<file path="src/sv/lfce_pkg.sv">
// Shared types, codes and width helpers for the lazy-flags condition evaluator.
`timescale 1ns / 1ps
`default_nettype none

package lfce_pkg;

  localparam int unsigned KindW  = 3;
  localparam int unsigned WidthW = 3;
  localparam int unsigned DataW  = 32;
  localparam int unsigned CondW  = 4;

  typedef enum logic [KindW-1:0] {
    KindAdd = 3'd0,
    KindSub = 3'd1,
    KindAnd = 3'd2,
    KindOr  = 3'd3,
    KindXor = 3'd4,
    KindDec = 3'd5
  } op_kind_e;

  localparam logic [WidthW-1:0] Width1B = 3'd1;
  localparam logic [WidthW-1:0] Width2B = 3'd2;
  localparam logic [WidthW-1:0] Width4B = 3'd4;

  localparam logic [CondW-1:0] CondSelMask = 4'hE;
  localparam logic [CondW-1:0] CondInvMask = 4'h1;

  localparam logic [CondW-1:0] SelO  = 4'h0;
  localparam logic [CondW-1:0] SelB  = 4'h2;
  localparam logic [CondW-1:0] SelE  = 4'h4;
  localparam logic [CondW-1:0] SelBe = 4'h6;
  localparam logic [CondW-1:0] SelS  = 4'h8;
  localparam logic [CondW-1:0] SelP  = 4'hA;
  localparam logic [CondW-1:0] SelL  = 4'hC;
  localparam logic [CondW-1:0] SelLe = 4'hE;

  typedef struct packed {
    logic zf;
    logic sf;
    logic cf;
    logic of;
  } flags_t;

  function automatic logic [DataW-1:0] width_mask(input logic [WidthW-1:0] w);
    logic [DataW-1:0] m;
    case (w)
      Width1B: m = 32'h0000_00FF;
      Width2B: m = 32'h0000_FFFF;
      default: m = 32'hFFFF_FFFF;
    endcase
    return m;
  endfunction

  function automatic logic [DataW-1:0] width_sign(input logic [WidthW-1:0] w);
    logic [DataW-1:0] s;
    case (w)
      Width1B: s = 32'h0000_0080;
      Width2B: s = 32'h0000_8000;
      default: s = 32'h8000_0000;
    endcase
    return s;
  endfunction

endpackage

`default_nettype wire

</file>
<file path="src/sv/lfce_req_if.sv">
// Request channel: valid/ready handshake with the query fields.
`timescale 1ns / 1ps
`default_nettype none

interface lfce_req_if;
  import lfce_pkg::*;

  logic              valid;
  logic              ready;
  logic [KindW-1:0]  op_kind;
  logic [WidthW-1:0] op_width;
  logic [DataW-1:0]  result_value;
  logic [DataW-1:0]  first_operand;
  logic [DataW-1:0]  second_operand;
  logic [CondW-1:0]  cond_code;

  modport source (
    output valid, op_kind, op_width, result_value, first_operand, second_operand, cond_code,
    input  ready
  );

  modport sink (
    input  valid, op_kind, op_width, result_value, first_operand, second_operand, cond_code,
    output ready
  );

endinterface

`default_nettype wire

</file>
<file path="src/sv/lfce_rsp_if.sv">
// Response channel: valid/ready handshake with the condition outcome.
`timescale 1ns / 1ps
`default_nettype none

interface lfce_rsp_if;

  logic valid;
  logic ready;
  logic cond_true;
  logic eval_error;

  modport source (
    output valid, cond_true, eval_error,
    input  ready
  );

  modport sink (
    input  valid, cond_true, eval_error,
    output ready
  );

endinterface

`default_nettype wire

</file>
<file path="src/sv/lfce_flags.sv">
// Flag derivation: ZF, SF, CF and OF of the last operation at its width.
`timescale 1ns / 1ps
`default_nettype none

module lfce_flags (
  input  logic [lfce_pkg::KindW-1:0]  op_kind_i,
  input  logic [lfce_pkg::WidthW-1:0] op_width_i,
  input  logic [lfce_pkg::DataW-1:0]  result_value_i,
  input  logic [lfce_pkg::DataW-1:0]  first_operand_i,
  input  logic [lfce_pkg::DataW-1:0]  second_operand_i,
  output lfce_pkg::flags_t            flags_o
);
  import lfce_pkg::*;

  logic [DataW-1:0] mask;
  logic [DataW-1:0] sign;
  logic [DataW-1:0] a;
  logic [DataW-1:0] b;
  logic [DataW-1:0] r;
  logic [DataW:0]   sum;
  logic [DataW-1:0] sum_t;
  logic [DataW-1:0] diff_t;
  logic             add_cf;
  logic             add_of;
  logic             sub_cf;
  logic             sub_of;

  always_comb begin
    mask   = width_mask(op_width_i);
    sign   = width_sign(op_width_i);
    a      = first_operand_i & mask;
    b      = second_operand_i & mask;
    r      = result_value_i & mask;
    sum    = {1'b0, a} + {1'b0, b};
    sum_t  = sum[DataW-1:0] & mask;
    add_cf = |(sum & ~{1'b0, mask});
    add_of = |(((a ^ sum_t) & (b ^ sum_t)) & sign);
    diff_t = (a - b) & mask;
    sub_cf = a < b;
    sub_of = |(((a ^ b) & (a ^ diff_t)) & sign);

    flags_o.zf = (r == '0);
    flags_o.sf = |(r & sign);
    flags_o.cf = 1'b0;
    flags_o.of = 1'b0;
    case (op_kind_i)
      KindAdd: begin
        flags_o.cf = add_cf;
        flags_o.of = add_of;
      end
      KindSub: begin
        flags_o.cf = sub_cf;
        flags_o.of = sub_of;
      end
      KindDec: begin
        flags_o.of = (a == sign);
      end
      default: begin
        flags_o.cf = 1'b0;
        flags_o.of = 1'b0;
      end
    endcase
  end

endmodule

`default_nettype wire

</file>
<file path="src/sv/lfce_cond.sv">
// Condition select: evaluates the subcode against the flags and flags errors.
`timescale 1ns / 1ps
`default_nettype none

module lfce_cond (
  input  lfce_pkg::flags_t            flags_i,
  input  logic [lfce_pkg::KindW-1:0]  op_kind_i,
  input  logic [lfce_pkg::WidthW-1:0] op_width_i,
  input  logic [lfce_pkg::CondW-1:0]  cond_code_i,
  output logic                        cond_true_o,
  output logic                        eval_error_o
);
  import lfce_pkg::*;

  logic [CondW-1:0] sel;
  logic             width_ok;
  logic             err;
  logic             val;

  always_comb begin
    sel      = cond_code_i & CondSelMask;
    width_ok = (op_width_i == Width1B) || (op_width_i == Width2B) || (op_width_i == Width4B);
    err      = (op_kind_i > KindDec) || !width_ok || (sel == SelP) ||
               ((op_kind_i == KindDec) && ((sel == SelB) || (sel == SelBe)));

    case (sel)
      SelO:    val = flags_i.of;
      SelB:    val = flags_i.cf;
      SelE:    val = flags_i.zf;
      SelBe:   val = flags_i.zf | flags_i.cf;
      SelS:    val = flags_i.sf;
      SelL:    val = flags_i.sf ^ flags_i.of;
      default: val = flags_i.zf | (flags_i.sf ^ flags_i.of);
    endcase
    if ((cond_code_i & CondInvMask) != '0) begin
      val = !val;
    end

    cond_true_o  = !err && val;
    eval_error_o = err;
  end

endmodule

`default_nettype wire

</file>
<file path="src/sv/lazy_flags_condition_eval.sv">
// Top level: request register, flag and condition logic, response register.
`timescale 1ns / 1ps
`default_nettype none

// Answers one x86 condition query per cycle from a lazily kept flag record
// (operation kind, width, result and operands). A request is captured in an
// input register, the flags and the condition are worked out in one pass of
// combinational logic, and the outcome lands in a response register.
// Requests are taken every cycle while the response side keeps up; a response
// held by the sink still lets one more request into the input register.
// Parity conditions, carry conditions after DEC, unknown kinds and widths
// other than 1, 2 or 4 bytes answer with eval_error set and cond_true clear.
module lazy_flags_condition_eval (
  input  logic       clk_i,
  input  logic       rst_ni,
  lfce_req_if.sink   req_i,
  lfce_rsp_if.source rsp_o
);
  import lfce_pkg::*;

  logic              req_valid_q;
  logic              req_valid_d;
  logic [KindW-1:0]  op_kind_q;
  logic [WidthW-1:0] op_width_q;
  logic [DataW-1:0]  result_value_q;
  logic [DataW-1:0]  first_operand_q;
  logic [DataW-1:0]  second_operand_q;
  logic [CondW-1:0]  cond_code_q;

  logic              rsp_valid_q;
  logic              rsp_valid_d;
  logic              cond_true_q;
  logic              eval_error_q;

  logic              rsp_free;
  logic              req_free;
  logic              req_take;
  flags_t            flags;
  logic              cond_true;
  logic              eval_error;

  assign rsp_free    = !rsp_valid_q || rsp_o.ready;
  assign req_free    = !req_valid_q || rsp_free;
  assign req_i.ready = req_free;
  assign req_take    = req_i.valid && req_free;

  assign req_valid_d = req_free ? req_i.valid : req_valid_q;
  assign rsp_valid_d = rsp_free ? req_valid_q : rsp_valid_q;

  lfce_flags u_flags (
    .op_kind_i        (op_kind_q),
    .op_width_i       (op_width_q),
    .result_value_i   (result_value_q),
    .first_operand_i  (first_operand_q),
    .second_operand_i (second_operand_q),
    .flags_o          (flags)
  );

  lfce_cond u_cond (
    .flags_i      (flags),
    .op_kind_i    (op_kind_q),
    .op_width_i   (op_width_q),
    .cond_code_i  (cond_code_q),
    .cond_true_o  (cond_true),
    .eval_error_o (eval_error)
  );

  always_ff @(posedge clk_i or negedge rst_ni) begin
    if (!rst_ni) begin
      req_valid_q <= 1'b0;
      rsp_valid_q <= 1'b0;
    end else begin
      req_valid_q <= req_valid_d;
      rsp_valid_q <= rsp_valid_d;
    end
  end

  // capture request
  always_ff @(posedge clk_i) begin
    if (req_take) begin
      op_kind_q        <= req_i.op_kind;
      op_width_q       <= req_i.op_width;
      result_value_q   <= req_i.result_value;
      first_operand_q  <= req_i.first_operand;
      second_operand_q <= req_i.second_operand;
      cond_code_q      <= req_i.cond_code;
    end
  end

  // advance outcome when the response slot frees up
  always_ff @(posedge clk_i) begin
    if (rsp_free && req_valid_q) begin
      cond_true_q  <= cond_true;
      eval_error_q <= eval_error;
    end
  end

  assign rsp_o.valid      = rsp_valid_q;
  assign rsp_o.cond_true  = cond_true_q;
  assign rsp_o.eval_error = eval_error_q;

endmodule

`default_nettype wire
</file>
<file path="src/flat_wrapper.sv">
// flat-port wrapper written by rule: the top's interface ports become plain ports
module lazy_flags_condition_eval_flat import lfce_pkg::*;
  (clk_i, rst_ni, req_i_valid, req_i_op_kind, req_i_op_width, req_i_result_value, req_i_first_operand, req_i_second_operand, req_i_cond_code, req_i_ready, rsp_o_valid, rsp_o_cond_true, rsp_o_eval_error, rsp_o_ready);
  lfce_req_if req_i_i ();
  lfce_rsp_if rsp_o_i ();
  input  logic clk_i;
  input  logic rst_ni;
  input wire logic [$bits(req_i_i.valid)-1:0] req_i_valid;
  input wire logic [$bits(req_i_i.op_kind)-1:0] req_i_op_kind;
  input wire logic [$bits(req_i_i.op_width)-1:0] req_i_op_width;
  input wire logic [$bits(req_i_i.result_value)-1:0] req_i_result_value;
  input wire logic [$bits(req_i_i.first_operand)-1:0] req_i_first_operand;
  input wire logic [$bits(req_i_i.second_operand)-1:0] req_i_second_operand;
  input wire logic [$bits(req_i_i.cond_code)-1:0] req_i_cond_code;
  output wire logic [$bits(req_i_i.ready)-1:0] req_i_ready;
  output wire logic [$bits(rsp_o_i.valid)-1:0] rsp_o_valid;
  output wire logic [$bits(rsp_o_i.cond_true)-1:0] rsp_o_cond_true;
  output wire logic [$bits(rsp_o_i.eval_error)-1:0] rsp_o_eval_error;
  input wire logic [$bits(rsp_o_i.ready)-1:0] rsp_o_ready;
  assign req_i_i.valid = req_i_valid;
  assign req_i_i.op_kind = req_i_op_kind;
  assign req_i_i.op_width = req_i_op_width;
  assign req_i_i.result_value = req_i_result_value;
  assign req_i_i.first_operand = req_i_first_operand;
  assign req_i_i.second_operand = req_i_second_operand;
  assign req_i_i.cond_code = req_i_cond_code;
  assign req_i_ready = req_i_i.ready;
  assign rsp_o_valid = rsp_o_i.valid;
  assign rsp_o_cond_true = rsp_o_i.cond_true;
  assign rsp_o_eval_error = rsp_o_i.eval_error;
  assign rsp_o_i.ready = rsp_o_ready;
  lazy_flags_condition_eval u_core (.clk_i(clk_i), .rst_ni(rst_ni), .req_i(req_i_i), .rsp_o(rsp_o_i));
endmodule
</file>
<file path="config.mk">
export PLATFORM = sky130hd
export DESIGN_NAME = lazy_flags_condition_eval_flat
export DESIGN_NICKNAME = d
export VERILOG_FILES = /design/src/sv/lfce_pkg.sv /design/src/sv/lfce_req_if.sv /design/src/sv/lfce_rsp_if.sv /design/src/sv/lfce_flags.sv /design/src/sv/lfce_cond.sv /design/src/sv/lazy_flags_condition_eval.sv /design/src/flat_wrapper.sv
export SDC_FILE = /design/constraint.sdc
export NUM_CORES = 1
export LEC_CHECK = 0
export BUFFER_PORTS_ARGS = -buffer_cell sky130_fd_sc_hd__buf_4
export CAP_MARGIN = 25
export CORE_MARGIN = 4
export CORE_UTILIZATION = 52
export DETAILED_ROUTE_END_ITERATION = 16
export HOLD_SLACK_MARGIN = 0.06
export PLACE_DENSITY_LB_ADDON = 0.1
export SLEW_MARGIN = 20
export SYNTH_ARGS = -nofsm -noshare
export SYNTH_HDL_FRONTEND = slang
export SYNTH_SLANG_ARGS = --single-unit
</file>
<file path="constraint.sdc">
create_clock -name clk_i -period 4.9 [get_ports clk_i]
set_clock_uncertainty 0.15 [all_clocks]
set_input_delay 0.49 -clock clk_i [delete_from_list [all_inputs] [get_ports clk_i]]
set_output_delay 0.49 -clock clk_i [all_outputs]
set_load 0.02 [all_outputs]
</file>
==> flow_summary.ini, run 1 <==
[critical_path]
crit_arrival_ns = 4.74
crit_chain = buf_4 > or3b_4 > and2_1 > ha_1 > a211o_1 > or3_1 > a211oi_4 > o2111ai_1 > a21o_2 > xnor2_1 > o41ai_2 > o21ai_1 > a211o_1 > a211oi_2 > mux2i_1
worst_setup_path_start_kind = flip-flop
crit_slowest_cell = or3b_4
end_kind = flip-flop
crit_type = flip-flop to flip-flop
critPathMaxStageDelay_ns = 0.47
path_common_cell = a211o_1
path_max_fanout = 17
crit_required_ns = 4.95

[timing]
hold_ws_ns = 0.151
report.final.slew_viol_count = 0
worstMarginPinSlew_ns = 0.941
relSlewSlack = 0.373
hold_violations = 0
setup_viol = 0
tns_ns = 0
rsz0062_at_grt = false
fmax_ghz = 0.213
fin_crit_sh = 0.957
min_period_ns = 4.69

[die]
dieWidth_um = 127
die_area_sq_um = 16200
dieHeight_um = 127
io_pins = 114
start_util = 0.532
placementRows = 43
coreArea_sq_um = 13900

[synthesis]
synth_fa_ha_area_frac = 0.103
synth_top_family_by_area = simple AND/OR/NAND/NOR gates
dominantRegCellSynth = edfxtp_1
synthArstFlopShare = 0.0182
synth-xor-area-share = 0.0165
ys_seq_area_frac = 0.444
synth_edf_count = 108
syn_avg_cell_area_sq_um = 10.1
yosys.area_share.simple = 0.192
ys_warn_count = 0
netlist_area_sq_um = 7410
synthMuxAreaShare = 0.00540
synth_cell_types = 74
synth_compound_area_frac = 0.189
syn_inst = 737
ys_seq_elements = 110
syn_nets = 908

[drt]
avgViaCountPerCell = 5.99
wl_per_cell_um = 18.4
drt_first_pass_iters = 6
drt_iter0_drc = 603
drc = 0
num_vias = 6341
wl_mm = 19.5
ant_nets = 0

[grt]
grt_antenna_before_repair = 0
grt_pass1_vias = 6234
grt_pass1_wl_mm = 30.8
track_usage = 0.238
grt_max_degree = 78
grt-ovfl-total = 0

[power]
power.leakage_nw = 3.75
p_per_area_nw_per_um2 = 295
pwr-share-comb = 0.306
switchingPower_uw = 851
clkPwrFrac = 0.265
seq_power_share = 0.429
p_sw_frac = 0.319
p_int_mw = 1.81
ir_worst_vdd_v = 0.000231

[placement]
io_buffers = 113
dp_hpwl_mm = 15.5
gp_congestion = 0.999

[clocking]
ctsLongestPathBuffers = 2
cts_made_buffers = 9
insertion_delay_ns = 0.36
cts_tree = yes
cts.sinks = 110
clock-root-buffer = clkbuf_16
clkTransAtPathRegs_ns = 0.08
htreeDepth = 3

[final_layout]
fillers = 1146
fin_nets = 1044
area_delta_synth_final_pct = 21.8
drive_above_1_share = 0.232
antennaDiodeCount = 0

[hold_path]
hold_path_class = input port to flip-flop

[job]
cap_violations = 0

[outcome]
status = finished, final reports clean
## power groups by stage
| stage | logic [mW] | clock network [mW] | registers, mW |
|---|---|---|---|
| after floorplan | 0.510 | 0 | 1.15 |
| after global placement | 0.780 | 0 | 1.16 |
| after detailed placement | 0.787 | 0 | 1.16 |
| after CTS | 0.792 | 0.722 | 1.14 |
| after global routing | 0.891 | 0.763 | 1.15 |
| final | 0.814 | 0.706 | 1.14 |
## final timing paths
path	start	to	slack (ns)	cells past startpoint
setup / recovery	u_core.op_width_q[0]	u_core.rsp_o.cond_true	0.21	15
hold / removal	req_i_first_operand[2]	u_core.first_operand_q[2]	0.15	1
hold reg to reg	u_core.req_valid_q	u_core.rsp_o.valid	0.35	1
setup reg to reg	u_core.op_width_q[0]	u_core.rsp_o.cond_true	0.21	15
max in group asynchronous	rst_ni	u_core.req_valid_q	4.20	2
min in group asynchronous	rst_ni	u_core.rsp_o.valid	0.31	2
## cell type report
cell class	instances	area (sq um)	area share
inverter	56	210	0.0233
timing repair buffer	161	1210	0.134
clock buffer	9	225	0.0250
sequential	110	3290	0.365
tap	180	225	0.0250
clock inverter	7	62.6	0.00693
multi-input combinational	535	3800	0.421
## repair_timing
| item | 4_1_cts | 5_1_grt |
|---|---|---|
| endpoints found under the hold margin | 2 | 0 |
| endpoints found under the setup margin | 0 | 1 |
| gates resized for setup | 0 | 9 |
| setup buffers | 0 | 1 |
| hold buffers | 1 | 0 |
## flip-flops by register name, indices dropped and copies added, names as in the netlist
signal and flops:
u_core.rsp_o.eval_error 1, u_core.second_operand_q 32, u_core.result_value_q 32, u_core.first_operand_q 32, u_core.cond_code_q 4, u_core.op_kind_q 3
u_core.op_width_q 3, u_core.rsp_o.cond_true 1, u_core.req_valid_q 1, u_core.rsp_o.valid 1
## metal layers
metal | vias to the layer above | global-route usage | share of wire
met3 | 44 | 0.0510 | 0.073
met2 | 264 | 0.368 | 0.46
met4 | 0 | 0.0909 | 0.027
met1 | 2973 | 0.330 | 0.44
met5 | - | 0 | 0
li1 | 3060 | - | -
## cells in the final DEF (no fill, tap or decap), drive strengths merged, types with 12 or more instances in the layout
cell type / instances
nor4: 38
a211oi: 12
a21oi: 42
nand2b: 16
inv: 61
edfxtp: 108
and2: 27
nand3: 17
nor2: 48
nand2: 50
buf: 160
ha: 61
o21ai: 22
nor3: 22
## worst max-delay path: cells and delay by family (launching register included)
| kind | cells | cell delay, ns |
|---|---|---|
| compound gates | 8 | 2.04 |
| xor+xnor | 1 | 0.13 |
| fa+ha+maj | 1 | 0.31 |
| buf+inv | 1 | 0.17 |
| simple gates | 3 | 1.06 |
| mux | 1 | 0.21 |
| flops | 1 | 0.44 |
## cells by family (layout without fill, tap and decap cells)
kind of cell	count (synthesis)	in the layout
xor gates and xnor gates	14	14
muxes	4	4
AOI/OAI and AO/OA	189	189
and+or+nand+nor	266	267
adders and majority gates	61	61
DFF	110	110
buffers and inverters	93	233
## per-stage QoR
| stage | setup WS, ns | instance area [sq um] | util | instances | total power [mW] |
|---|---|---|---|---|---|
| 6_report | 0.212 | 9030 | 0.648 | 1058 | 2.66 |
| 5_1_grt | 0.0285 | 9030 | 0.648 | 1058 | 2.80 |
| 4_1_cts | 0.0142 | 8970 | 0.644 | 1056 | 2.66 |
| 3_5_place_dp | 0.0420 | 8680 | 0.623 | 1039 | 1.95 |
| 3_3_place_gp | 0.0835 | 8680 | 0.623 | 1039 | 1.94 |
| 2_1_floorplan | 0.231 | 7410 | - | 737 | 1.66 |
## synth_stat cells, types with 9 or more instances
library cell / count / area share
ha_1: 61 / 0.10
buf_2: 9 / 0.0061
nand2_1: 50 / 0.025
nor4_1: 37 / 0.031
o21ai_0: 21 / 0.014
xnor2_1: 10 / 0.012
o31ai_1: 10 / 0.010
a211oi_1: 9 / 0.0091
a21oi_1: 42 / 0.028
inv_1: 56 / 0.028
edfxtp_1: 108 / 0.44
and2_1: 27 / 0.023
nor2_1: 48 / 0.024
nor2b_1: 11 / 0.0093
nor3_1: 22 / 0.015
o211ai_1: 10 / 0.010
a21o_1: 10 / 0.010
nand2b_1: 16 / 0.014
clkbuf_1: 25 / 0.013
o31a_1: 9 / 0.011
nand3_1: 17 / 0.011
No activity file was read; power rests on OpenSTA's default activity.
==> run 2: changes to the inputs <==
CORE_UTILIZATION = 45   (was 52)
GPL_ROUTABILITY_DRIVEN = 0   (was not set)
GPL_TIMING_DRIVEN = 0   (was not set)
==> flow_summary.ini, run 2 (same netlist as run 1, synthesis figures left out) <==
[critical_path]
crit_arrival_ns = 4.82
r2r_start = u_core.op_width_q[1]
r2r-end = u_core.rsp_o.cond_true
crit_chain = buf_6 > or3b_1 > buf_4 > clkbuf_8 > clkbuf_8 > and2_1 > ha_1 > buf_4 > a221oi_1 > a2111oi_0 > a21o_1 > xnor2_1 > nor4_1 > o21ai_0 > nor4_2 > a211oi_2 > mux2i_1
end_kind = flip-flop
reg2reg_depth = 17
crit_type = flip-flop to flip-flop
rrSetupSlack_ns = 0.03
worst_setup_path_start_kind = flip-flop
cp-endpoint = u_core.rsp_o.cond_true
crit_start = u_core.op_width_q[1]
path_max_fanout = 10
critPathMaxStageDelay_ns = 0.52
crit_required_ns = 4.85
crit_slowest_cell = nor4_1

[die]
dieWidth_um = 136
placementRows = 46
start_util = 0.463
die_area_sq_um = 18600
io_pins = 114
dieHeight_um = 136
coreArea_sq_um = 16000

[final_layout]
drive_above_1_share = 0.218
area_delta_synth_final_pct = 21.9
fin_nets = 1032
mostFrequentLayoutCell = buf_4
fin_cells = 1082
reg_top3 = u_core.first_operand_q: 32 flops, u_core.result_value_q: 32 flops, u_core.second_operand_q: 32 flops
antennaDiodeCount = 0
final_cell_mix = buf_4 (118), edfxtp_1 (108), ha_1 (61), inv_1 (56), nand2_1 (50)

[timing]
fin_crit_sh = 0.994
rsz0062_at_grt = true
fmax_ghz = 0.205
hold_ws_ns = 0.160
worstMarginPinSlew_ns = 0.756
setup_viol = 0
report.final.slew_viol_count = 0
hold_violations = 0
min_period_ns = 4.87
tns_ns = 0
relSlewSlack = 0.488

[power]
power.leakage_nw = 3.64
design_power_total_mw = 2.62
ir_worst_vdd_v = 0.000180
p_per_area_nw_per_um2 = 290

[placement]
place_inst = 1067
io_buffers = 113
dp_hpwl_mm = 15.3

[grt]
grt-ovfl-total = 0
grt_pass1_vias = 6319
grt_pass1_wl_mm = 31.3
grt_max_degree = 62
track_usage = 0.213
grt_antenna_before_repair = 0

[outcome]
status = finished, final reports clean

[drt]
ant_nets = 0
drc = 0
wl_mm = 19.3
drt_iter0_drc = 497
wl_per_cell_um = 17.8
avgViaCountPerCell = 5.79
num_vias = 6260
drt_first_pass_iters = 5

[clocking]
cts_tree = yes
ctsLongestPathBuffers = 2
clkTransAtPathRegs_ns = 0.07
clock-root-buffer = clkbuf_16
cts.sinks = 110
cts_made_buffers = 9
insertion_delay_ns = 0.35
htreeDepth = 3

[job]
cap_violations = 0

[hold_path]
hold_path_class = input port to flip-flop
==> run 2: changes by cell type in the layout (fill, tap and decap cells not counted), sizes merged <==
| cell | previous run | this run |
|---|---|---|
| buf | 160 | 129 |
| clkbuf | 9 | 30 |
| clkinv | 2 | 1 |
| clkinvlp | 0 | 2 |
| inv | 61 | 59 |
| or2 | 7 | 6 |
==> run 2: report_power, final <==
part | switching, mW | total [mW] | internal, mW
Clock | 0.338 | 0.691 | 0.353
Sequential | 0.0304 | 1.14 | 1.11
Combinational | 0.481 | 0.794 | 0.313
Total | 0.849 | 2.62 | 1.77
==> run 2: what timing repair did <==
action,in CTS,in global routing
setup buffers,3,0
gates resized for setup,31,10
pin swaps,6,6
endpoints found under the setup margin,1,1
hold buffers,1,0
endpoints found under the hold margin,2,0
==> run 2: cell type report <==
| class | count | area [sq um] |
|---|---|---|
| fill | 1450 | 6970 |
| clock buffer | 10 | 229 |
| buffer | 32 | 175 |
| inverter | 56 | 210 |
| tap | 216 | 270 |
| sequential | 110 | 3290 |
| timing repair buffer | 118 | 908 |
| multi-input combinational | 534 | 3900 |
| clock inverter | 6 | 52.6 |
==> run 2: worst max-delay path: cells and delay by family, from the launching register on <==
| family | cells | cell delay (ns) |
|---|---|---|
| AND/OR/NAND/NOR | 4 | 1.40 |
| adder cells (fa/ha/maj) | 1 | 0.29 |
| AO/OA/AOI/OAI | 5 | 1.23 |
| flip-flops | 1 | 0.38 |
| multiplexers | 1 | 0.14 |
| buffers and inverters | 5 | 0.83 |
| XOR/XNOR | 1 | 0.17 |
==> run 2: worst min path at each step <==
stage / slack (ns) / start / cells after the start / to
global placement: 0.12 / rst_ni / 1 / u_core.req_valid_q
finish: 0.16 / req_i_result_value[27] / 1 / u_core.result_value_q[27]
CTS: 0.14 / req_i_result_value[4] / 1 / u_core.result_value_q[4]
global route: 0.14 / req_i_result_value[18] / 1 / u_core.result_value_q[18]
floorplan: 0.04 / rst_ni / 0 / u_core.req_valid_q
detailed placement: 0.12 / rst_ni / 1 / u_core.rsp_o.valid
==> run 2: per-stage QoR <==
step	util	worst slack, ns	instance area [sq um]
after floorplan	-	0.231	7410
after global placement	0.533	-0.619	8530
after detailed placement	0.535	-0.666	8560
after CTS	0.562	0.0175	8990
after global routing	0.565	-0.205	9030
final	0.565	0.0278	9030
==> run 2: per-layer routing <==
layer  up-vias  global-route usage  wire, um
met5         -                   0         0
met1      2932               0.284      8390
met4         0              0.0638       388
met3        31              0.0489      1540
met2       264               0.345      8990
li1       3033                   -         -
==> run 3: changes to the inputs <==
BUFFER_PORTS_ARGS = not set   (was -buffer_cell sky130_fd_sc_hd__buf_4)
DONT_BUFFER_PORTS = 1   (was not set)
==> flow_summary.ini, run 3 (same netlist as run 1, synthesis figures left out) <==
[die]
placementRows = 46
coreArea_sq_um = 16000
dieWidth_um = 136
io_pins = 114
start_util = 0.463
die_area_sq_um = 18600
dieHeight_um = 136

[drt]
drc = 0
ant_nets = 0
wl_per_cell_um = 19.4
avgViaCountPerCell = 5.97
drt_first_pass_iters = 5
drt_iter0_drc = 453
wl_mm = 19.1
num_vias = 5877

[power]
p_per_area_nw_per_um2 = 316
design_power_total_mw = 2.71
power.leakage_nw = 3.23
ir_worst_vdd_v = 0.000218

[timing]
min_period_ns = 4.72
hold_ws_ns = 0.0784
fin_crit_sh = 0.964
tns_ns = 0
setup_ws_ns = 0.175
fmax_ghz = 0.212
report.final.slew_viol_count = 0
worstMarginPinSlew_ns = 0.658
relSlewSlack = 0.557
setup_viol = 0
hold_violations = 0

[critical_path]
crit_required_ns = 4.84
crit_chain = buf_6 > or3b_1 > buf_6 > buf_8 > and2_4 > ha_4 > buf_8 > or4_4 > nor3_4 > nand3_2 > o211ai_4 > a21oi_2 > a2bb2oi_2 > a2111oi_4 > a31oi_1 > nor4_2 > a211oi_2 > mux2i_1
crit_type = flip-flop to flip-flop
worst_setup_path_start_kind = flip-flop
crit_slowest_cell = or4_4
path_max_fanout = 11
critPathMaxStageDelay_ns = 0.58
crit_arrival_ns = 4.67
end_kind = flip-flop

[final_layout]
final_cell_mix = edfxtp_1 (108), inv_1 (55), ha_1 (54), nand2_1 (50), nor2_1 (47)
final_util = 0.536
reg_top3 = u_core.first_operand_q: 32 flops, u_core.result_value_q: 32 flops, u_core.second_operand_q: 32 flops
final_area_sq_um = 8580
antennaDiodeCount = 0
fin_nets = 934
drive_above_1_share = 0.143
fin_cells = 984
area_delta_synth_final_pct = 15.7
mostFrequentLayoutCell = edfxtp_1

[clocking]
clkTransAtPathRegs_ns = 0.07
cts_tree = yes
cts_made_buffers = 9
clock-root-buffer = clkbuf_16
insertion_delay_ns = 0.35
htreeDepth = 3
ctsLongestPathBuffers = 2
cts.sinks = 110

[job]
cap_violations = 0

[grt]
track_usage = 0.206
grt_antenna_before_repair = 0
grt-ovfl-total = 0
grt_pass1_vias = 5713
grt_pass1_wl_mm = 29.9
grt_max_degree = 62

[placement]
place_inst = 954
place_worst_setup_slack_ns = -0.701
dp_hpwl_mm = 14.7
io_buffers = 0
placed_area_sq_um = 7710

[outcome]
status = finished, final reports clean

[hold_path]
hold_path_class = input port to flip-flop
run 3: cell types whose count changed in the layout (fill, tap and decap cells not counted), sizes merged:
cell	change
clkinv	+1
clkbuf	-6
inv	-2
dlygate4sd3	+9
buf	-102
bufinv	+2
run 3: final timing paths:
check | start | end | slack [ns] | depth (start not counted)
setup reg to reg | u_core.op_width_q[1] | u_core.rsp_o.cond_true | 0.18 | 18
min in group asynchronous | rst_ni | u_core.req_valid_q | 0.22 | 1
setup / recovery | u_core.op_width_q[1] | u_core.rsp_o.cond_true | 0.18 | 18
max in group asynchronous | rst_ni | u_core.rsp_o.valid | 4.27 | 1
hold reg to reg | u_core.req_valid_q | u_core.rsp_o.valid | 0.35 | 1
hold / removal | req_i_second_operand[29] | u_core.second_operand_q[29] | 0.08 | 0
run 3: report_power, final:
group	internal, mW	total [mW]	switching, mW
combinational	0.289	0.779	0.489
sequential	1.11	1.14	0.0333
clock	0.455	0.787	0.332
run 3: area by class of cell:
| type | instances | area (sq um) |
|---|---|---|
| fill | 1474 | 7420 |
| multi-input combinational | 534 | 4070 |
| sequential | 110 | 3290 |
| tap | 216 | 270 |
| clock buffer | 9 | 225 |
| timing repair buffer | 24 | 225 |
| inverter | 56 | 214 |
| buffer | 28 | 176 |
| clock inverter | 7 | 105 |
run 3: critical path: cells and delay by family (launching register included):
kind,cells,cell delay [ns]
and+or+nand+nor,6,1.85
AOI/OAI and AO/OA,6,1.18
buffers and inverters,4,0.58
DFF,1,0.38
adders and majority gates,1,0.21
muxes,1,0.13
run 3: layer usage:
metal / up-vias / GRT usage / routed length [um]
li1: 2848 / - / -
met1: 2843 / 0.282 / 8680
met2: 172 / 0.333 / 9120
met3: 14 / 0.0500 / 1120
met4: 0 / 0.0459 / 204
met5: - / 0 / 0
run 3: timing repair:
item / 4_1_cts / 5_1_grt
setup buffers: 4 / 9
gates cloned: 0 / 0
pin swaps: 9 / 17
resized for setup: 36 / 47
endpoints found under the setup margin: 1 / 1
endpoints found under the hold margin: 2 / 9
hold buffers: 1 / 9
